<file path="src/rtl/wls_pkg.sv">
// Shared constants and types of the leftmost wildcard search block.
// Used by the request/result interfaces and by every module of the block.
package wls_pkg;

  localparam int unsigned     MAX_PATTERN_DEF  = 64;
  localparam longint unsigned MAX_TEXT_LEN_DEF = 64'd65535;

  localparam int unsigned OP_W  = 2;
  localparam int unsigned SYM_W = 8;
  localparam int unsigned POS_W = 16;

  localparam logic [SYM_W-1:0] SYM_ANY   = 8'd63;
  localparam logic [SYM_W-1:0] SYM_STAR  = 8'd42;
  localparam logic [SYM_W-1:0] SYM_SPACE = 8'd32;

  typedef enum logic [OP_W-1:0] {
    OP_PATTERN = 2'd0,
    OP_TEXT    = 2'd1,
    OP_REPORT  = 2'd2
  } op_e;

  // Request held in the input register; valid marks a request that is executed.
  typedef struct packed {
    logic             valid;
    op_e              op;
    logic [SYM_W-1:0] sym;
  } cmd_t;

  // Result of a report request.
  typedef struct packed {
    logic             found;
    logic [POS_W-1:0] position;
    logic             too_long;
  } res_t;

endpackage

</file>
<file path="src/rtl/wls_if.sv">
// Request and result channels of the leftmost wildcard search block.
// Depends on wls_pkg for the field widths.
interface wls_req_if;
  import wls_pkg::*;
  logic             valid;
  logic             ready;
  logic [OP_W-1:0]  operation;
  logic [SYM_W-1:0] symbol;

  modport source (output valid, operation, symbol, input ready);
  modport sink   (input valid, operation, symbol, output ready);
endinterface


</file>
<file path="src/rtl/wls_in_stage.sv">
// Input register of the leftmost wildcard search block.
// Depends on wls_pkg and on the request interface in wls_if.sv.
module wls_in_stage (
  input  logic           clk_i,
  input  logic           rst_ni,
  wls_req_if.sink        req_i,
  input  logic           adv_i,
  output wls_pkg::cmd_t  cmd_o
);
  import wls_pkg::*;

  logic             valid_q;
  op_e              op_q;
  logic [SYM_W-1:0] sym_q;
  logic             load;

  // The register frees up whenever the held request is executed this cycle.
  assign req_i.ready = !valid_q || adv_i;
  assign load        = req_i.valid && req_i.ready;

  always_ff @(posedge clk_i or negedge rst_ni) begin
    if (!rst_ni) begin
      valid_q <= 1'b0;
    end else if (req_i.ready) begin
      valid_q <= req_i.valid;
    end
  end

  always_ff @(posedge clk_i) begin
    if (load) begin
      op_q  <= op_e'(req_i.operation);
      sym_q <= req_i.symbol;
    end
  end

  assign cmd_o = '{valid: valid_q, op: op_q, sym: sym_q};

endmodule

</file>
<file path="src/flat_wrapper.sv">
// flat-port wrapper written by rule: the top's interface ports become plain ports
module wls_in_stage_flat import wls_pkg::*;
  (clk_i, rst_ni, adv_i, cmd_o, req_i_valid, req_i_operation, req_i_symbol, req_i_ready);
  wls_req_if req_i_i ();
  input  logic clk_i;
  input  logic rst_ni;
  input  logic adv_i;
  output wls_pkg::cmd_t cmd_o;
  input wire logic [$bits(req_i_i.valid)-1:0] req_i_valid;
  input wire logic [$bits(req_i_i.operation)-1:0] req_i_operation;
  input wire logic [$bits(req_i_i.symbol)-1:0] req_i_symbol;
  output wire logic [$bits(req_i_i.ready)-1:0] req_i_ready;
  assign req_i_i.valid = req_i_valid;
  assign req_i_i.operation = req_i_operation;
  assign req_i_i.symbol = req_i_symbol;
  assign req_i_ready = req_i_i.ready;
  wls_in_stage u_core (.clk_i(clk_i), .rst_ni(rst_ni), .req_i(req_i_i), .adv_i(adv_i), .cmd_o(cmd_o));
endmodule
</file>
<file path="config.mk">
export PLATFORM = sky130hd
export DESIGN_NAME = wls_in_stage_flat
export DESIGN_NICKNAME = d
export VERILOG_FILES = /design/src/rtl/wls_pkg.sv /design/src/rtl/wls_if.sv /design/src/rtl/wls_in_stage.sv /design/src/flat_wrapper.sv
export SDC_FILE = /design/constraint.sdc
export NUM_CORES = 1
export LEC_CHECK = 0
export BUFFER_PORTS_ARGS = -buffer_cell sky130_fd_sc_hd__buf_2
export CORE_AREA = 8 8 45 47
export DETAILED_ROUTE_END_ITERATION = 16
export DIE_AREA = 0 0 53 55
export SETUP_SLACK_MARGIN = 0.15
export SLEW_MARGIN = 25
export SYNTH_ARGS = -nofsm -noshare
export SYNTH_HDL_FRONTEND = slang
export SYNTH_SLANG_ARGS = --single-unit
</file>
<file path="constraint.sdc">
create_clock -name clk_i -period 1.4 [get_ports clk_i]
set_input_delay 0.14 -clock clk_i [delete_from_list [all_inputs] [get_ports clk_i]]
set_output_delay 0.14 -clock clk_i [all_outputs]
set_load 0.005 [all_outputs]
</file>
==> run metrics, run 1 <==
worst-margin pin slew=0.137 ns; CTS H-tree lvls=1; initial antenna violation count=0; gr usage total=6.03%; DRC marker count from the first detailed-route iteration=1; max-slew violation count=0; leakage power=0.238 nW; Min-Delay Path Class=input pin to flop; MaxCap Viol Count=0; ranking of synthesized cells by area=edfxtp_1 83%, dfrtp_1 6.9%, nand2b_4 3.8%; GPL Wtd Cong=0.690; Power Total=0.647 mW; R2R depth=2; largest net degree at the start of global routing=11; post-synthesis sequential area ratio=90.0%; fill count=138; layout cells sized above 1=68.2%; DR WL met3=200 um; cell area after synthesis=362 sq um; Slew HR=90.8%; Die H=55 um; CTS tree=yes; met2 WL post-DR=229 um; clock skew=0.000681 ns; Num CTS Buffers=3; non-filler cells, final=60; Min-Delay Path Depth=1; worst skew pair latency=0.26 ns; largest area contributor in the netlist=edfxtp_1; Max clock buf depth=2; area share of the largest cell type after synthesis=83.0%; antenna diode count=0; kind of end point of the critical path=flop; Yosys Warn Count=0; Vias per Instance=3.90; Clock Pin Slew Worst Setup and Hold Paths=0.06 ns; Post-Synth Simple-Gate Area=7.96%; Nets=59; core footprint=1380 sq um; Layout area overhead=48.1%; Routed Antenna Nets=0; number of global-route vias before repair=284; RSZ-0062 raised after global routing=no; Util after Layout=38.7%; Synth cell types=6; worst r2r src=u_core.valid_q; Clock Sinks=11; Congestion Overflow GR=0; Max VDD drop=0.569 mV; largest family of logic cells by synthesized area=simple AND/OR/NAND/NOR gates; Final Cycle Share=71.6%; Worst Slack Setup Final=0.398 ns; Synth Area in Compound Gates=0%; fin crit period=1.00 ns; Final Setup Violations=0; Avg Inst Size Synth=24.1 sq um; status=complete, no violations; Crit Path Max Fanout=10; mux contribution to synthesized area=0%; hold path start=req_i_operation[0]; # hold bufs at CTS=1; dpl cells=55; setup TNS=0 ns; XOR/XNOR share of the synthesized area=0%; Post-Syn Nets=29; Post-Synthesis Cells=15; Hold EP=u_core.op_q[0]; DR WL/cell=13.3 um; Synth Area in Adders=0%; Place WS=0.403 ns; first-pass GRT wire length=1.21 mm; Max Fclk=998 MHz; kind of critical path=flop to flop; Boundary Pins=26; top sig layer=met3; PortBufs=25; M1 WL=369 um; DR DRC count=0; Resized Gates After CTS=0; CTS Root Cell=clkbuf_4; final WL=799 um; Starting Density=26.1%; Post-CTS Setup Inserts=0; Startpoint Class=flop; Critical Path RT=1.36 ns; worst reg-to-reg setup slack=0.40 ns; die footprint=2920 sq um; DR vias=234; critical path arrival=0.97 ns; Pre-antenna DRT Iters=2; Final Hold Viols=0; Crit Reg-Reg Endpoint=u_core.sym_q[5]; Die Width=53 um; number of synthesized register bits=11; Power Density=1210 nW/um^2; # rows=14
[worst max-delay path, stage by stage, from the launching register on]
cell      delay (ns)
dfrtp_1         0.41
nand2b_4        0.08
and2_4          0.22
[where the power goes]
part,internal [mW],total [mW],switching (mW)
combinational,0.0325,0.0566,0.0240
clock,0.110,0.204,0.0946
sequential,0.380,0.386,0.00576
[through the flow]
stage / area [sq um] / hold slack, ns
finish: 536 / 0.0544
global route: 536 / 0.0270
CTS: 536 / 0.0440
detailed placement: 499 / -0.0841
global placement: 499 / -0.0846
floorplan: 362 / -0.156
[routing by layer]
layer  vias up  GRT usage (%)
li1        113              -
met1        95           7.23
met2        26           6.64
met3         0           4.55
met4         0           5.17
met5         -              0
[state kept, by name, indices dropped and copies added, names as in the netlist]
name	cells
u_core.op_q	2
u_core.sym_q	8
u_core.valid_q	1
[how the worst max path moves through the flow]
stage                   start              end  slack [ns]
2_1_floorplan  u_core.valid_q   u_core.op_q[0]        0.43
3_3_place_gp   u_core.valid_q  u_core.sym_q[2]        0.43
3_5_place_dp   u_core.valid_q  u_core.sym_q[1]        0.40
4_1_cts        u_core.valid_q      req_i_ready        0.39
5_1_grt        u_core.valid_q      req_i_ready        0.36
6_report       u_core.valid_q  u_core.sym_q[5]        0.40
[logic make-up after synthesis]
| kind of cell | after synthesis |
|---|---|
| buf+inv | 1 |
| flops | 11 |
| simple gates | 3 |
[synth_stat cells]
master and instances:
and2_4 1, buf_4 1, dfrtp_1 1, edfxtp_1 10, nand2b_1 1, nand2b_4 1
[cell type report]
class                      instances  area (sq um)  area share, %
clock buffer                       4          26.3           4.91
multi-input combinational          3          28.8           5.37
timing repair buffer              26           135           25.2
tap                               16          20.0           3.74
sequential                        11           325           60.7
[placed cells by master (no fill, tap or decap)]
cell type / count
buf_2: 25
edfxtp_1: 10
clkbuf_4: 3
nand2b_4: 1
nand2b_1: 1
and2_4: 1
clkbuf_1: 1
dlygate4sd3_1: 1
dfrtp_1: 1
No activity file was read; power rests on OpenSTA's default activity.
==> run 2, diff against run 1 <==
==> constraint.sdc (replaced) <==
create_clock -name clk_i -period 0.9 [get_ports clk_i]
set_input_delay 0.09 -clock clk_i [delete_from_list [all_inputs] [get_ports clk_i]]
set_output_delay 0.09 -clock clk_i [all_outputs]
set_load 0.005 [all_outputs]
==> run 2 against run 1 <==
Effect of this change: the run now ends with setup timing left; count of clock-buffer cells in the layout stayed put; first-iteration DRC count stayed put; design area is 18% higher; die area stayed put; routed wire length is 13% higher; sequential cell count stayed put; hold slack worse by 0.042 ns; critical path depth is 1 higher; clock skew hardly changed; core utilization is 7.1 points higher.
==> run metrics, run 2 (synthesized netlist as in run 1, its figures left out) <==
Congestion Overflow GR=0; crit-path cells=nand2b_4 -> buf_6 -> buf_6; Crit path largest cell delay=0.38 ns; kind of critical path=flop to primary output; Nets=68; CTS H-tree lvls=1; status=finished with violations; largest net degree at the start of global routing=11; Num CTS Buffers=3; non-filler cells, final=69; Die H=55 um; Layout area overhead=75.1%; Max clock buf depth=2; Crit Path Max Fanout=2; leading cell types in the layout, fill and taps excluded=24 x buf_2, 10 x edfxtp_1, 9 x dlygate4sd3_1; worst-margin pin slew=0.137 ns; Power Total=1.04 mW; layout cells sized above 1=58.5%; Pre-antenna DRT Iters=2; antenna diode count=0; final WL=903 um; Final Cycle Share=111%; leakage power=0.280 nW; most common cell after layout, fill and taps aside=buf_2; DR DRC count=0; worst skew pair latency=0.26 ns; max-slew violation count=0; # rows=14; max FFs per register=8; Clock Sinks=11; worst r2r src=u_core.valid_q; core footprint=1380 sq um; DR vias=265; fin crit period=1.00 ns; Critical Path RT=0.81 ns; Startpoint Class=flop; dpl cells=56; Final Setup Violations=11; critical path arrival=0.91 ns; Final Hold Viols=0; Starting Density=26.1%; RSZ-0062 raised after global routing=yes; DRC marker count from the first detailed-route iteration=1; Max Fclk=997 MHz; PortBufs=25; Min-Delay Path Depth=1; CTS Root Cell=clkbuf_4; Worst Slack Setup Final=-0.103 ns; Top reg by flops=u_core.sym_q; initial antenna violation count=0; top flop regs=u_core.sym_q (8), u_core.op_q (2), u_core.valid_q (1); failing checks=setup timing; Boundary Pins=26; most frequent CP cell=buf_6; MaxCap Viol Count=0; Power Density=1640 nW/um^2; GPL Wtd Cong=0.659; Slew HR=90.9%; gr usage total=6.14%; Crit-path slowest cell=dfrtp_1; Routed Antenna Nets=0; Die Width=53 um; die footprint=2920 sq um; number of global-route vias before repair=285; Max VDD drop=0.727 mV; Util after Layout=45.8%; first-pass GRT wire length=1.27 mm; R2R depth=2; Clock Pin Slew Worst Setup and Hold Paths=0.06 ns; CTS tree=yes; worst path buffer plus inverter count=2; hold path start=req_i_operation[1]; Vias per Instance=3.84; clock skew=0.000938 ns; Min-Delay Path Class=input pin to flop; worst reg-to-reg setup slack=-0.09 ns; kind of end point of the critical path=primary output; Crit Reg-Reg Endpoint=u_core.op_q[1]; Crit path max-delay family=flip-flops; Hold EP=u_core.op_q[1]; DR WL/cell=13.1 um
## run 2: cell count changes in the layout (fill, tap and decap cells not counted)
cell / change
buf_6: +2
buf_2: -1
dlygate4sd3_1: +8
## run 2: per-layer routing
layer / up-vias / wire (um) / part of all wire [%] / global-route usage, %
met5: - / 0 / 0 / 0
met4: 0 / 11 / 1.2 / 5.17
met3: 2 / 233 / 26 / 5.35
met2: 28 / 283 / 31 / 6.64
met1: 103 / 373 / 41 / 7.09
li1: 132 / - / - / -
## run 2: worst max-delay path by stage
stage                   startpoint             end  slack (ns)  cells after the start
floorplan           u_core.valid_q  u_core.op_q[0]       -0.06                      2
global placement    u_core.valid_q  u_core.op_q[1]       -0.07                      2
detailed placement  u_core.valid_q  u_core.op_q[1]       -0.08                      2
CTS                 u_core.valid_q     req_i_ready       -0.12                      3
global route        u_core.valid_q     req_i_ready       -0.16                      3
finish              u_core.valid_q     req_i_ready       -0.10                      3
## run 2: area by class of cell
cell class                 instances  area (sq um)
tap                               16          20.0
fill                             136           751
multi-input combinational          3          28.8
clock buffer                       4          26.3
sequential                        11           325
timing repair buffer              35           233
## run 2: where the power goes
group	switching [mW]	internal, mW	total (mW)	leakage [nW]
Clock	0.139	0.171	0.310	0.0150
Sequential	0.00791	0.591	0.599	0.106
Combinational	0.0449	0.0822	0.127	0.160
## run 2: timing repair
item | in CTS | in global routing
hold endpoints to repair | 4 | 5
setup endpoints to repair | 22 | 23
gates resized for setup | 2 | 0
setup buffers | 0 | 0
hold buffers | 4 | 5
## run 2: through the flow
| step | worst slack [ns] | cell area (sq um) | hold WS (ns) | TNS (ns) |
|---|---|---|---|---|
| after floorplan | -0.0609 | 362 | -0.206 | -0.609 |
| after global placement | -0.0650 | 507 | -0.134 | -0.649 |
| after detailed placement | -0.0833 | 507 | -0.133 | -0.832 |
| after CTS | -0.120 | 583 | 0.000643 | -1.11 |
| after global routing | -0.161 | 633 | 0.000314 | -1.51 |
| final | -0.103 | 633 | 0.0122 | -0.982 |
==> run 3, diff against run 2 <==
==> constraint.sdc (replaced) <==
create_clock -name clk_i -period 0.9 [get_ports clk_i]
set_input_delay 0.09 -clock clk_i [delete_from_list [all_inputs] [get_ports clk_i]]
set_output_delay 0.09 -clock clk_i [all_outputs]
set_load 0.01 [all_outputs]
==> run 3 against run 2 <==
Effect of this change: the flow still finishes with violations (setup timing); first-iteration DRC count grew to 5.0 times the previous value; maximum frequency is 0.93% lower; sequential cell count stayed put; total power is 2.7% higher; cell count is 1.4% higher; critical endpoint unchanged; count of clock-buffer cells in the layout stayed put; core utilization is 0.72 points higher; register-to-register slack hardly changed; design area is 1.6% higher.
==> run metrics, run 3 (synthesized netlist as in run 1, its figures left out) <==
PortBufs=25; Max clock buf depth=2; setup TNS=-0.970 ns; layout cells sized above 1=57.4%; kind of critical path=flop to primary output; Clock Sinks=11; largest net degree at the start of global routing=11; Num CTS Buffers=3; Power Total=1.06 mW; Post-CTS Setup Inserts=0; DR vias=274; number of global-route vias before repair=288; Crit Path Max Fanout=2; non-filler cells, final=70; # rows=14; Final Setup Violations=12; Power Density=1650 nW/um^2; fin area=643 sq um; Die H=55 um; CTS tree=yes; Min-Delay Path Class=input pin to flop; Layout area overhead=77.9%; Clock Pin Slew Worst Setup and Hold Paths=0.06 ns; Startpoint Class=flop; Post-Place Cell Area=507 sq um; fin crit period=1.01 ns; top flop regs=u_core.sym_q (8), u_core.op_q (2), u_core.valid_q (1); gr usage total=6.97%; initial antenna violation count=0; Final Hold Viols=0; RSZ-0062 raised after global routing=yes; Die Width=53 um; Slew HR=90.9%; final WL=964 um; clock skew=0.000398 ns; Pre-antenna DRT Iters=3; failing checks=setup timing; GPL Wtd Cong=0.664; kind of end point of the critical path=primary output; Nets=69; most common cell after layout, fill and taps aside=buf_2; Starting Density=26.1%; worst skew pair latency=0.26 ns; DRC marker count from the first detailed-route iteration=5; antenna diode count=0; MaxCap Viol Count=0; DR WL/cell=13.8 um; die footprint=2920 sq um; Congestion Overflow GR=0; leading cell types in the layout, fill and taps excluded=24 x buf_2, 10 x dlygate4sd3_1, 10 x edfxtp_1; Critical Path RT=0.81 ns; Max Fclk=988 MHz; CTS Root Cell=clkbuf_4; max-slew violation count=0; Final Cycle Share=113%; Max VDD drop=0.698 mV; CTS H-tree lvls=1; critical path arrival=0.92 ns; first-pass GRT wire length=1.40 mm; Worst Slack Setup Final=-0.113 ns; dpl cells=56; Vias per Instance=3.91; Routed Antenna Nets=0; worst-margin pin slew=0.137 ns; leakage power=0.285 nW; core footprint=1380 sq um; max FFs per register=8; status=finished with violations; Boundary Pins=26; DR DRC count=0; Top reg by flops=u_core.sym_q
## run 3: cell count changes in the layout (fill, tap and decap cells not counted)
cell,delta
dlygate4sd3_1,+1
## run 3: critical path, cell delays in order, from the launching register on
cell and delay (ns):
dfrtp_1 0.38, nand2b_4 0.06, buf_6 0.11, buf_6 0.11
## run 3: area by class of cell
class                           count  area [sq um]
Sequential cell                    11           325
Fill cell                         133           741
Multi-Input combinational cell      3          28.8
Timing Repair Buffer               36           243
Clock buffer                        4          26.3
Tap cell                           16          20.0
## run 3: what timing repair did
action / 4_1_cts / 5_1_grt
endpoints found under the setup margin: 22 / 22
hold buffers: 5 / 5
gates resized for setup: 2 / 0
cloned: 0 / 0
hold endpoints to repair: 5 / 5
## run 3: metal layers
metal,GRT usage (%),vias up,routed length [um]
li1,-,134,-
met1,8.33,110,393
met2,8.20,28,341
met3,4.28,2,218
met4,6.47,0,11
met5,0,-,0
## run 3: worst paths after layout
kind | from | end | slack (ns) | cells after the start
min reg2reg | u_core.valid_q | u_core.valid_q | 0.64 | 3
min in group asynchronous | rst_ni | u_core.valid_q | 0.13 | 2
max reg2reg | u_core.valid_q | u_core.op_q[1] | -0.09 | 2
max in group asynchronous | rst_ni | u_core.valid_q | 0.69 | 2
min | req_i_symbol[6] | u_core.sym_q[6] | 0.01 | 1
max | u_core.valid_q | req_i_ready | -0.11 | 3
## run 3: metrics by stage
step	setup slack (ns)	hold slack (ns)	utilization, %
detailed placement	-0.0765	-0.134	36.6
finish	-0.113	0.0121	46.5
global route	-0.155	0.00280	46.5
CTS	-0.126	0.00159	42.9
global placement	-0.0651	-0.134	36.6
floorplan	-0.0758	-0.206	-
## run 3: report_power, final
group / internal (mW) / switching (mW)
logic: 0.0857 / 0.0580
registers: 0.591 / 0.00794
clock network: 0.171 / 0.150
total: 0.848 / 0.216
